==> config.mk <==
export PLATFORM = sky130hd
export DESIGN_NAME = multi_servo_slew_limiter_core
export DESIGN_NICKNAME = d
export VERILOG_FILES = /design/src/design/msl_pkg.sv /design/src/design/msl_ctrl.sv /design/src/design/msl_datapath.sv /design/src/design/multi_servo_slew_limiter_core.sv
export SDC_FILE = /design/constraint.sdc
export NUM_CORES = 1
export LEC_CHECK = 0
export BUFFER_PORTS_ARGS = -buffer_cell sky130_fd_sc_hd__buf_2
export CAP_MARGIN = 20
export CORE_ASPECT_RATIO = 1.25
export CORE_UTILIZATION = 58
export DETAILED_ROUTE_END_ITERATION = 8
export PLACE_DENSITY = 0.89
export SYNTH_ARGS = -nofsm -noshare
export SYNTH_HDL_FRONTEND = slang
export SYNTH_SLANG_ARGS = --single-unit
==> constraint.sdc <==
create_clock -name i_clk -period 7.13 [get_ports i_clk]
set_input_delay 1.0695 -clock i_clk [delete_from_list [all_inputs] [get_ports i_clk]]
set_output_delay 1.0695 -clock i_clk [all_outputs]
set_load 0.01 [all_outputs]
==> src/design/msl_pkg.sv <==
// Shared types, constants and helper types for the multi-servo slew limiter.
package msl_pkg;

    // Field widths fixed by the interface.
    localparam int CMD_W    = 2;
    localparam int CHPORT_W = 3;
    localparam int ANG_W    = 8;
    localparam int ACT_W    = 4;
    localparam int STEP_W   = 8;
    localparam int PULSE_W  = 13;
    localparam int CFGIDX_W = 2;

    // Parameter defaults.
    localparam int CHANNELS_DEF      = 8;
    localparam int FRACTION_BITS_DEF = 4;

    // Register reset values.
    localparam logic [ACT_W-1:0]   ACTIVE_RST = ACT_W'(8);
    localparam logic [STEP_W-1:0]  STEP_RST   = STEP_W'(16);
    localparam logic [PULSE_W-1:0] PMIN_RST   = PULSE_W'(500);
    localparam logic [PULSE_W-1:0] PMAX_RST   = PULSE_W'(2500);
    localparam logic [ANG_W-1:0]   LIM_HI_RST = ANG_W'(180);

    // Pulse scaling: degrees times span, divided by full scale.
    localparam int FULL_SCALE_DEG = 180;
    localparam int PROD_W         = ANG_W + PULSE_W;            // deg * |span|
    localparam int DIV_SHIFT      = PROD_W;
    localparam int DIV_RECIP      = (1 << DIV_SHIFT) / FULL_SCALE_DEG;
    localparam int RECIP_W        = 14;
    localparam int QUO_W          = 14;                          // max quotient 11603
    localparam int PSUM_W         = 16;                          // signed pulse sum
    localparam int PULSE_CAP      = 8191;

    typedef enum logic [CMD_W-1:0] {
        CMD_INIT   = 2'd0,
        CMD_SET    = 2'd1,
        CMD_CHANGE = 2'd2,
        CMD_TICK   = 2'd3
    } t_cmd;

    typedef enum logic [CFGIDX_W-1:0] {
        REG_ACTIVE = 2'd0,
        REG_STEP   = 2'd1,
        REG_PMIN   = 2'd2,
        REG_PMAX   = 2'd3
    } t_reg;

    typedef struct packed {
        logic [ACT_W-1:0]   active;
        logic [STEP_W-1:0]  step;
        logic [PULSE_W-1:0] pmin;
        logic [PULSE_W-1:0] pmax;
    } t_cfg;

    // Controller to datapath.
    typedef struct packed {
        logic load;   // word accepted this cycle
        logic step;   // read channel, step it, write back
        logic mul;    // degrees times span
        logic div;    // reciprocal multiply
        logic fix;    // quotient correction and sign
        logic emit;   // saturate and drive the result word
        logic next;   // advance to the next channel
    } t_dp_cmd;

    // Datapath to controller.
    typedef struct packed {
        logic is_tick;  // incoming word is a tick
        logic empty;    // no active channels
        logic last;     // channel in flight is the final active one
    } t_dp_status;

endpackage

==> src/design/msl_ctrl.sv <==
// Controller state machine that sequences the per-channel tick pipeline.
module msl_ctrl (
    input  logic                   i_clk,
    input  logic                   i_rst_n,
    input  logic                   start,
    output logic                   busy,
    input  msl_pkg::t_dp_status    i_status,
    output msl_pkg::t_dp_cmd       o_cmd
);

    typedef enum logic [5:0] {
        S_IDLE = 6'b000001,
        S_STEP = 6'b000010,
        S_MUL  = 6'b000100,
        S_DIV  = 6'b001000,
        S_FIX  = 6'b010000,
        S_OUT  = 6'b100000
    } t_state;

    t_state r_state;
    t_state n_state;

    always_comb begin
        n_state = r_state;
        unique case (r_state)
            S_IDLE: begin
                if (start && i_status.is_tick && !i_status.empty) begin
                    n_state = S_STEP;
                end
            end
            S_STEP: n_state = S_MUL;
            S_MUL:  n_state = S_DIV;
            S_DIV:  n_state = S_FIX;
            S_FIX:  n_state = S_OUT;
            S_OUT: begin
                n_state = i_status.last ? S_IDLE : S_STEP;
            end
            default: n_state = S_IDLE;
        endcase
    end

    always_ff @(posedge i_clk) begin
        if (!i_rst_n) begin
            r_state <= S_IDLE;
        end else begin
            r_state <= n_state;
        end
    end

    assign busy       = (r_state != S_IDLE);
    assign o_cmd.load = start && (r_state == S_IDLE);
    assign o_cmd.step = (r_state == S_STEP);
    assign o_cmd.mul  = (r_state == S_MUL);
    assign o_cmd.div  = (r_state == S_DIV);
    assign o_cmd.fix  = (r_state == S_FIX);
    assign o_cmd.emit = (r_state == S_OUT);
    assign o_cmd.next = (r_state == S_OUT) && !i_status.last;

endmodule

==> src/design/msl_datapath.sv <==
// Channel state storage, command execution and the pulse-width arithmetic.
module msl_datapath #(
    parameter int CHANNELS      = msl_pkg::CHANNELS_DEF,
    parameter int FRACTION_BITS = msl_pkg::FRACTION_BITS_DEF
) (
    input  logic                                i_clk,
    input  logic                                i_rst_n,
    input  msl_pkg::t_cfg                       i_cfg,
    input  msl_pkg::t_dp_cmd                    i_cmd,
    output msl_pkg::t_dp_status                 o_status,
    input  logic [msl_pkg::CMD_W-1:0]           i_command,
    input  logic [msl_pkg::CHPORT_W-1:0]        i_channel,
    input  logic [msl_pkg::ANG_W-1:0]           i_angle,
    input  logic signed [msl_pkg::ANG_W-1:0]    i_bias,
    input  logic [msl_pkg::ANG_W-1:0]           i_min_angle,
    input  logic [msl_pkg::ANG_W-1:0]           i_max_angle,
    output logic                                o_valid,
    output logic [msl_pkg::CHPORT_W-1:0]        o_out_channel,
    output logic [msl_pkg::PULSE_W-1:0]         o_pulse_us,
    output logic                                o_moved,
    output logic                                o_last
);

    localparam int ANG_W   = msl_pkg::ANG_W;
    localparam int CW      = ANG_W + FRACTION_BITS;
    localparam int CH_W    = (CHANNELS > 1) ? $clog2(CHANNELS) : 1;
    localparam int NW      = $clog2(CHANNELS + 1);
    localparam int PROD_W  = msl_pkg::PROD_W;
    localparam int QUO_W   = msl_pkg::QUO_W;
    localparam int PSUM_W  = msl_pkg::PSUM_W;
    localparam int PULSE_W = msl_pkg::PULSE_W;
    localparam int FULL_W  = PROD_W + msl_pkg::RECIP_W;
    localparam logic [CW-1:0] CUR_MAX = '1;

    // Per-channel state.
    logic [ANG_W-1:0] r_lim_lo [CHANNELS];
    logic [ANG_W-1:0] r_lim_hi [CHANNELS];
    logic [ANG_W-1:0] r_tgt    [CHANNELS];
    logic [CW-1:0]    r_cur    [CHANNELS];

    // Tick pipeline.
    logic [CH_W-1:0]         r_idx;
    logic                    r_moved;
    logic                    r_last;
    logic [CH_W-1:0]         r_ch;
    logic [ANG_W-1:0]        r_deg;
    logic                    r_neg;
    logic [PULSE_W-1:0]      r_mag;
    logic [PROD_W-1:0]       r_prod;
    logic [QUO_W-1:0]        r_quo0;
    logic signed [QUO_W:0]   r_qs;

    function automatic logic [ANG_W-1:0] clamp_lim(
        input logic signed [ANG_W+1:0] x,
        input logic [ANG_W-1:0]        lo,
        input logic [ANG_W-1:0]        hi
    );
        logic [ANG_W-1:0] res;
        if (x < $signed({2'b00, lo})) begin
            res = lo;
        end else if (x > $signed({2'b00, hi})) begin
            res = hi;
        end else begin
            res = x[ANG_W-1:0];
        end
        return res;
    endfunction

    // Effective channel count, saturated to the storage depth.
    logic [NW-1:0] live_n;
    always_comb begin
        if (32'(i_cfg.active) > CHANNELS) begin
            live_n = NW'(CHANNELS);
        end else begin
            live_n = NW'(i_cfg.active);
        end
    end

    logic            in_range;
    logic [CH_W-1:0] wr_idx;
    logic            edit;
    assign in_range = (32'(i_channel) < 32'(live_n));
    assign wr_idx   = CH_W'(i_channel);
    assign edit     = i_cmd.load && (i_command != msl_pkg::CMD_TICK) && in_range;

    assign o_status.is_tick = (i_command == msl_pkg::CMD_TICK);
    assign o_status.empty   = (live_n == '0);
    assign o_status.last    = ((32'(r_idx) + 1) == 32'(live_n));

    // Init value of the current angle: one degree above, saturating.
    logic [CW-1:0] init_cur;
    always_comb begin
        if (i_angle == '1) begin
            init_cur = CUR_MAX;
        end else begin
            init_cur = CW'(i_angle + ANG_W'(1)) << FRACTION_BITS;
        end
    end

    logic signed [ANG_W+1:0] set_x;
    logic signed [ANG_W+1:0] chg_x;
    assign set_x = $signed({2'b00, i_angle});
    assign chg_x = $signed({2'b00, r_tgt[wr_idx]}) + (ANG_W+2)'(i_bias);

    // Step computation for the channel in flight.
    logic [CW-1:0] cur;
    logic [CW-1:0] tgt_fx;
    logic [CW-1:0] gap;
    logic          up;
    logic          do_step;
    logic [CW-1:0] new_cur;
    always_comb begin
        cur     = r_cur[r_idx];
        tgt_fx  = CW'(r_tgt[r_idx]) << FRACTION_BITS;
        up      = tgt_fx > cur;
        gap     = up ? (tgt_fx - cur) : (cur - tgt_fx);
        do_step = gap >= CW'(i_cfg.step);
        new_cur = up ? (cur + CW'(i_cfg.step)) : (cur - CW'(i_cfg.step));
    end

    always_ff @(posedge i_clk) begin
        if (!i_rst_n) begin
            for (int k = 0; k < CHANNELS; k++) begin
                r_lim_lo[k] <= '0;
                r_lim_hi[k] <= msl_pkg::LIM_HI_RST;
                r_tgt[k]    <= '0;
                r_cur[k]    <= '0;
            end
        end else if (edit) begin
            unique case (msl_pkg::t_cmd'(i_command))
                msl_pkg::CMD_INIT: begin
                    r_lim_lo[wr_idx] <= i_min_angle;
                    r_lim_hi[wr_idx] <= i_max_angle;
                    r_tgt[wr_idx]    <= i_angle;
                    r_cur[wr_idx]    <= init_cur;
                end
                msl_pkg::CMD_SET: begin
                    r_tgt[wr_idx] <= clamp_lim(set_x, r_lim_lo[wr_idx], r_lim_hi[wr_idx]);
                end
                msl_pkg::CMD_CHANGE: begin
                    r_tgt[wr_idx] <= clamp_lim(chg_x, r_lim_lo[wr_idx], r_lim_hi[wr_idx]);
                end
                default: begin
                end
            endcase
        end else if (i_cmd.step && do_step) begin
            r_cur[r_idx] <= new_cur;
        end
    end

    always_ff @(posedge i_clk) begin
        if (!i_rst_n) begin
            r_idx <= '0;
        end else if (i_cmd.load) begin
            r_idx <= '0;
        end else if (i_cmd.next) begin
            r_idx <= r_idx + CH_W'(1);
        end
    end

    // Arithmetic stages, one per controller state.
    logic [FULL_W-1:0]  q_full;
    logic [PROD_W-1:0]  rem;
    logic [QUO_W-1:0]   quo;
    logic signed [PSUM_W-1:0] psum;
    logic [PULSE_W-1:0] psat;
    always_comb begin
        q_full = FULL_W'(r_prod) * FULL_W'(msl_pkg::DIV_RECIP);
        rem    = r_prod - PROD_W'(r_quo0) * PROD_W'(msl_pkg::FULL_SCALE_DEG);
        quo    = (rem >= PROD_W'(msl_pkg::FULL_SCALE_DEG)) ? (r_quo0 + QUO_W'(1)) : r_quo0;
        psum   = $signed({3'b000, i_cfg.pmin}) + PSUM_W'(r_qs);
        if (psum < 0) begin
            psat = '0;
        end else if (psum > PSUM_W'(msl_pkg::PULSE_CAP)) begin
            psat = PULSE_W'(msl_pkg::PULSE_CAP);
        end else begin
            psat = psum[PULSE_W-1:0];
        end
    end

    always_ff @(posedge i_clk) begin
        if (i_cmd.step) begin
            r_moved <= do_step;
            r_last  <= o_status.last;
            r_ch    <= r_idx;
            r_deg   <= do_step ? new_cur[CW-1 -: ANG_W] : cur[CW-1 -: ANG_W];
            r_neg   <= i_cfg.pmax < i_cfg.pmin;
            r_mag   <= (i_cfg.pmax < i_cfg.pmin) ? (i_cfg.pmin - i_cfg.pmax)
                                                 : (i_cfg.pmax - i_cfg.pmin);
        end
        if (i_cmd.mul) begin
            r_prod <= PROD_W'(r_deg) * PROD_W'(r_mag);
        end
        if (i_cmd.div) begin
            r_quo0 <= q_full[msl_pkg::DIV_SHIFT +: QUO_W];
        end
        if (i_cmd.fix) begin
            r_qs <= r_neg ? -$signed({1'b0, quo}) : $signed({1'b0, quo});
        end
        if (i_cmd.emit) begin
            o_out_channel <= msl_pkg::CHPORT_W'(r_ch);
            o_pulse_us    <= r_moved ? psat : '0;
            o_moved       <= r_moved;
            o_last        <= r_last;
        end
    end

    always_ff @(posedge i_clk) begin
        if (!i_rst_n) begin
            o_valid <= 1'b0;
        end else begin
            o_valid <= i_cmd.emit;
        end
    end

endmodule

==> src/design/multi_servo_slew_limiter_core.sv <==
// Top level of the multi-servo slew limiter: configuration registers and core wiring.
//
//  Channel   Signals                                   Transfer
//  --------  ----------------------------------------  --------------------------------
//  command   start, busy, i_command .. i_max_angle     word taken when start & !busy
//  result    o_valid, o_out_channel, o_pulse_us,       one cycle per word, no stall
//            o_moved, o_last
//  config    i_cfg_valid, o_cfg_ready, i_cfg_index,    written when valid & ready
//            i_cfg_data
//
// Init, set and change words for an active channel are applied at the edge that
// accepts them; busy never rises for them. A tick visits the active channels one
// after another, and each channel passes through five controller states (step,
// multiply, reciprocal multiply, correction, output), so a tick holds busy until
// the last active channel leaves its output state; a tick with no active channels
// leaves busy low. Each result word appears in the cycle after its output state.
// Reset is synchronous and active low; it loads the register defaults and the
// per-channel limits, targets and angles. The receiver cannot stall results.
module multi_servo_slew_limiter_core #(
    parameter int CHANNELS      = msl_pkg::CHANNELS_DEF,
    parameter int FRACTION_BITS = msl_pkg::FRACTION_BITS_DEF
) (
    input  logic                                i_clk,
    input  logic                                i_rst_n,
    // Command channel.
    input  logic                                start,
    output logic                                busy,
    input  logic [msl_pkg::CMD_W-1:0]           i_command,
    input  logic [msl_pkg::CHPORT_W-1:0]        i_channel,
    input  logic [msl_pkg::ANG_W-1:0]           i_angle,
    input  logic signed [msl_pkg::ANG_W-1:0]    i_bias,
    input  logic [msl_pkg::ANG_W-1:0]           i_min_angle,
    input  logic [msl_pkg::ANG_W-1:0]           i_max_angle,
    // Result channel.
    output logic                                o_valid,
    output logic [msl_pkg::CHPORT_W-1:0]        o_out_channel,
    output logic [msl_pkg::PULSE_W-1:0]         o_pulse_us,
    output logic                                o_moved,
    output logic                                o_last,
    // Configuration channel.
    input  logic                                i_cfg_valid,
    output logic                                o_cfg_ready,
    input  logic [msl_pkg::CFGIDX_W-1:0]        i_cfg_index,
    input  logic [msl_pkg::PULSE_W-1:0]         i_cfg_data
);

    msl_pkg::t_cfg       r_cfg;
    msl_pkg::t_dp_cmd    dp_cmd;
    msl_pkg::t_dp_status dp_status;

    // The register file is always ready; each write is registered when accepted.
    assign o_cfg_ready = 1'b1;

    always_ff @(posedge i_clk) begin
        if (!i_rst_n) begin
            r_cfg.active <= msl_pkg::ACTIVE_RST;
            r_cfg.step   <= msl_pkg::STEP_RST;
            r_cfg.pmin   <= msl_pkg::PMIN_RST;
            r_cfg.pmax   <= msl_pkg::PMAX_RST;
        end else if (i_cfg_valid && o_cfg_ready) begin
            unique case (msl_pkg::t_reg'(i_cfg_index))
                msl_pkg::REG_ACTIVE: r_cfg.active <= i_cfg_data[msl_pkg::ACT_W-1:0];
                msl_pkg::REG_STEP:   r_cfg.step   <= i_cfg_data[msl_pkg::STEP_W-1:0];
                msl_pkg::REG_PMIN:   r_cfg.pmin   <= i_cfg_data;
                msl_pkg::REG_PMAX:   r_cfg.pmax   <= i_cfg_data;
                default: begin
                end
            endcase
        end
    end

    // The controller sequences; the datapath holds all channel state and math.
    msl_ctrl u_ctrl (
        .i_clk    (i_clk),
        .i_rst_n  (i_rst_n),
        .start    (start),
        .busy     (busy),
        .i_status (dp_status),
        .o_cmd    (dp_cmd)
    );

    msl_datapath #(
        .CHANNELS      (CHANNELS),
        .FRACTION_BITS (FRACTION_BITS)
    ) u_datapath (
        .i_clk         (i_clk),
        .i_rst_n       (i_rst_n),
        .i_cfg         (r_cfg),
        .i_cmd         (dp_cmd),
        .o_status      (dp_status),
        .i_command     (i_command),
        .i_channel     (i_channel),
        .i_angle       (i_angle),
        .i_bias        (i_bias),
        .i_min_angle   (i_min_angle),
        .i_max_angle   (i_max_angle),
        .o_valid       (o_valid),
        .o_out_channel (o_out_channel),
        .o_pulse_us    (o_pulse_us),
        .o_moved       (o_moved),
        .o_last        (o_last)
    );

    // A result word only follows an output state of the controller.
    a_valid_after_emit: assert property (@(posedge i_clk) disable iff (!i_rst_n)
        o_valid |-> $past(dp_cmd.emit))
        else $error("result strobe without a preceding output state");

    // Output states never follow each other, so strobes never come back to back.
    a_no_back_to_back: assert property (@(posedge i_clk) disable iff (!i_rst_n)
        o_valid |=> !o_valid)
        else $error("result strobes on consecutive cycles");

    // A channel that did not move reports a zero pulse width.
    a_unmoved_zero: assert property (@(posedge i_clk) disable iff (!i_rst_n)
        (o_valid && !o_moved) |-> (o_pulse_us == '0))
        else $error("unmoved channel reports a pulse width");

    // A tick with active channels keeps the block busy afterward.
    a_tick_busy: assert property (@(posedge i_clk) disable iff (!i_rst_n)
        (dp_cmd.load && dp_status.is_tick && !dp_status.empty) |=> busy)
        else $error("accepted tick did not start a sweep");

    // Non-tick commands never occupy the block.
    a_edit_idle: assert property (@(posedge i_clk) disable iff (!i_rst_n)
        (dp_cmd.load && !dp_status.is_tick) |=> !busy)
        else $error("edit command left the block busy");

endmodule
==> reports/metrics.yaml <==
drtIter0Drc: 2015
ant_nets: 0
drv_cap: 0
drive_gt1_share_pct: 11.4
status: "completed"
min_to: "u_datapath.o_out_channel[2]$_DFFE_PP_"
power.switching_uw: 2080
switching_share_pct: 30.2
area_delta_synth_final_pct: 9.12
crit_type: "reg -> reg"
required_ps: 7470
critPathMaxStageDelay_ps: 540
fp.coreArea_um2: 55900
cts_sinks: 434
relSlewSlack_pct: 24.7
rrSetupSlack_ps: 120
final_util_pct: 63.9
layout.nets: 3688
grt_use_total_pct: 29.6
use_met1_pct: 31.7
hold_class: "reg -> reg"
reg2reg_to: "u_datapath.r_qs[14]$_SDFFCE_PN0P_"
dp.cells: 3840
crit_top_cell: "inv_1"
vias: 24619
reg2regPathDepth: 28
wl_um: 85700
dieArea_um2: 57400
clk_latency_ps: 600
grt_busiest_layer: "met2"
grt_use_met3_pct: 4.51
fin_crit_ps: 7010
async_reset_ff_share_pct: 0
fp-row-count: 97
worst_slew_pin_slew_ps: 1130
grtUsageMet2_pct: 53.9
crit_fanout: 5
cp-end-kind: "flop"
grt_max_degree: 97
r2r_start: "u_datapath.r_quo0[4]$_DFFE_PP_"
p_clk_share_pct: 31.8
io_pins: 77
tns_ps: 0
slowest_stage: "fa_1"
worstHoldStart: "u_datapath.r_ch[2]$_DFFE_PN_"
pwr-share-seq_pct: 43.1
clockRootBuffer: "clkbuf_16"
p_int_uw: 4810
max_freq_mhz: 143
final_common_cell: "edfxtp_1"
drc: 0
setup_viol: 0
wire_per_inst_um: 21.8
path_clk_slew_ps: 60
ir_drop_mv: 0.205
cts_tree: "done"
p_leak_uw: 0.0151
power_frac_comb_pct: 25.1
final_cell_mix: "383 x edfxtp_1, 340 x inv_1, 306 x ha_1"
dp_hpwl_um: 61300
start_util_pct: 58.5
yosysSeqAreaShare_pct: 38.2
tritoncts.num_buffers: 42
via_per_inst: 6.26
dr.pass1.iters: 6
syn-num-nets: 3613
hold_violations: 0
cts_max_path_buffers: 3
grt_pass1_vias: 25214
synth_ff_type: "edfxtp_1"
worst_clock_skew_ps: 34.9
final_max_slew_viol_count: 0
io_buffers: 75
dp_slack_ps: -151
critPathLaunchType: "flop"
fin_cells: 3935
fp.dieH_um: 268
syn_area_um2: 32700
rsz0062_at_grt: "true"
fin_crit_sh_pct: 98.3
grt_overflow: 0
ys_ff_latch: 434
antenna_found_initial: 4
htreeDepth: 2
avgSynthCellArea_um2: 10.6
synth_edf_count: 383
die_w_um: 215
grt_pass1_wl_um: 133000
syn_inst: 3084
holdPathStages: 0
yosysUniqueCellTypes: 96
gp_congestion: 0.950
power_density_nw_per_um2: 193
fin_ws_ps: 120
worstPathArrival_ps: 7350
yosys_warnings: 0
-- critical path: cells and delay by family, from the launching register on --
family                     cells  cell delay (ps)
DFF                            1              500
adders and majority gates      6             2150
buffers and inverters          4              280
xor gates and xnor gates       2              420
AOI/OAI and AO/OA             10             1630
and+or+nand+nor                6             1780
-- worst max-delay path by stage --
stage / end / startpoint
floorplan: u_datapath.r_cur[0][11]$_SDFFCE_PN0P_ / flop
global placement: u_datapath.r_qs[14]$_SDFFCE_PN0P_ / u_datapath.r_quo0[3]$_DFFE_PP_
detailed placement: u_datapath.r_qs[14]$_SDFFCE_PN0P_ / u_datapath.r_quo0[3]$_DFFE_PP_
CTS: u_datapath.r_qs[14]$_SDFFCE_PN0P_ / u_datapath.r_quo0[1]$_DFFE_PP_
global route: u_datapath.r_qs[14]$_SDFFCE_PN0P_ / u_datapath.r_quo0[4]$_DFFE_PP_
finish: u_datapath.r_qs[14]$_SDFFCE_PN0P_ / u_datapath.r_quo0[4]$_DFFE_PP_
-- per-stage QoR --
stage	power [uW]	hold slack [ps]	cell area, um2
global placement	4610	407	34000
detailed placement	4690	406	34000
finish	6890	426	35700
CTS	6860	420	35400
floorplan	4250	400	32700
global route	7160	433	35700
-- registers in the layout, summed over array words and instances, names as in the netlist, 6 cells and up, named ones only --
signal	count
u_datapath.r_deg	8
u_datapath.r_qs	15
u_datapath.r_lim_lo	64
u_datapath.r_quo0	14
u_datapath.r_cur	96
u_datapath.r_prod	21
r_cfg	38
u_datapath.r_mag	13
u_ctrl.r_state	6
u_datapath.r_lim_hi	64
u_datapath.r_tgt	64
u_datapath.o_pulse_us	13
-- layer usage --
metal	share of wire, %	up-vias
li1	-	11083
met1	34	11864
met2	51	1282
met3	7.6	386
met4	7.2	4
met5	0.027	-
-- Yosys cell counts, types with 10 or more instances --
library cell    n  area share [%]
clkbuf_1       87             1.0
nor3_1         46            0.70
dfxtp_1        51             3.1
o211ai_1       15            0.34
nand3_1        22            0.34
o21bai_1       17            0.39
inv_1         342             3.9
xnor2_1        98             2.6
xor2_1         36            0.96
o21a_1         46             1.1
a21boi_0       23            0.53
nor2_1        245             2.8
mux4_2         42             2.9
and3_1        120             2.3
or3_1          11            0.21
nor2b_1        35            0.67
and4_1         12            0.32
a211oi_1       12            0.28
o21ai_0        69             1.1
a21o_1         49             1.1
a22oi_1        87             2.0
a31oi_1        21            0.40
ha_1          313              12
fa_1          160             9.8
a21oi_1       120             1.8
nand2b_1       70             1.3
edfxtp_1      383              35
nand4_1        24            0.46
and2_1         75             1.4
mux2i_1        46             1.4
nand2_1       199             2.3
buf_1          10            0.11
buf_2          13            0.20
-- power by group through the flow --
stage	registers (uW)	clock network (uW)	logic, uW
detailed placement	3020	0	1670
finish	2970	2190	1730
global placement	3010	0	1600
floorplan	2980	0	1260
global route	2980	2280	1910
CTS	2970	2190	1700
-- cells by family (layout without fill, tap and decap cells) --
kind of cell,count (synthesis),in the layout,synth area share (%)
fa+ha+maj,473,473,21.7
xor+xnor,135,135,3.63
other cells,1,3,0.0115
compound gates,565,565,11.9
simple gates,915,916,14.3
flops,434,434,38.2
buf+inv,463,569,5.51
mux,98,98,4.65
-- final cells by class --
class                   instances  area [um2]
inverters                     343        1290
multi-input cells            2188       18700
diodes                          2        5.00
fillers                      4007       20200
clock inverters                23         180
clock buffers                  53        1130
flip-flops and latches        434       12500
repair buffers                150         977
well taps                     742         928
-- what timing repair did --
item / 4_1_cts / 5_1_grt
pin swaps: 2 / 30
endpoints found under the hold margin: 0 / 0
gates cloned: 1 / 0
resized for setup: 4 / 41
hold buffers: 0 / 0
buffers inserted: 3 / 11
setup endpoints to repair: 3 / 22
No activity file was read; power rests on OpenSTA's default activity.
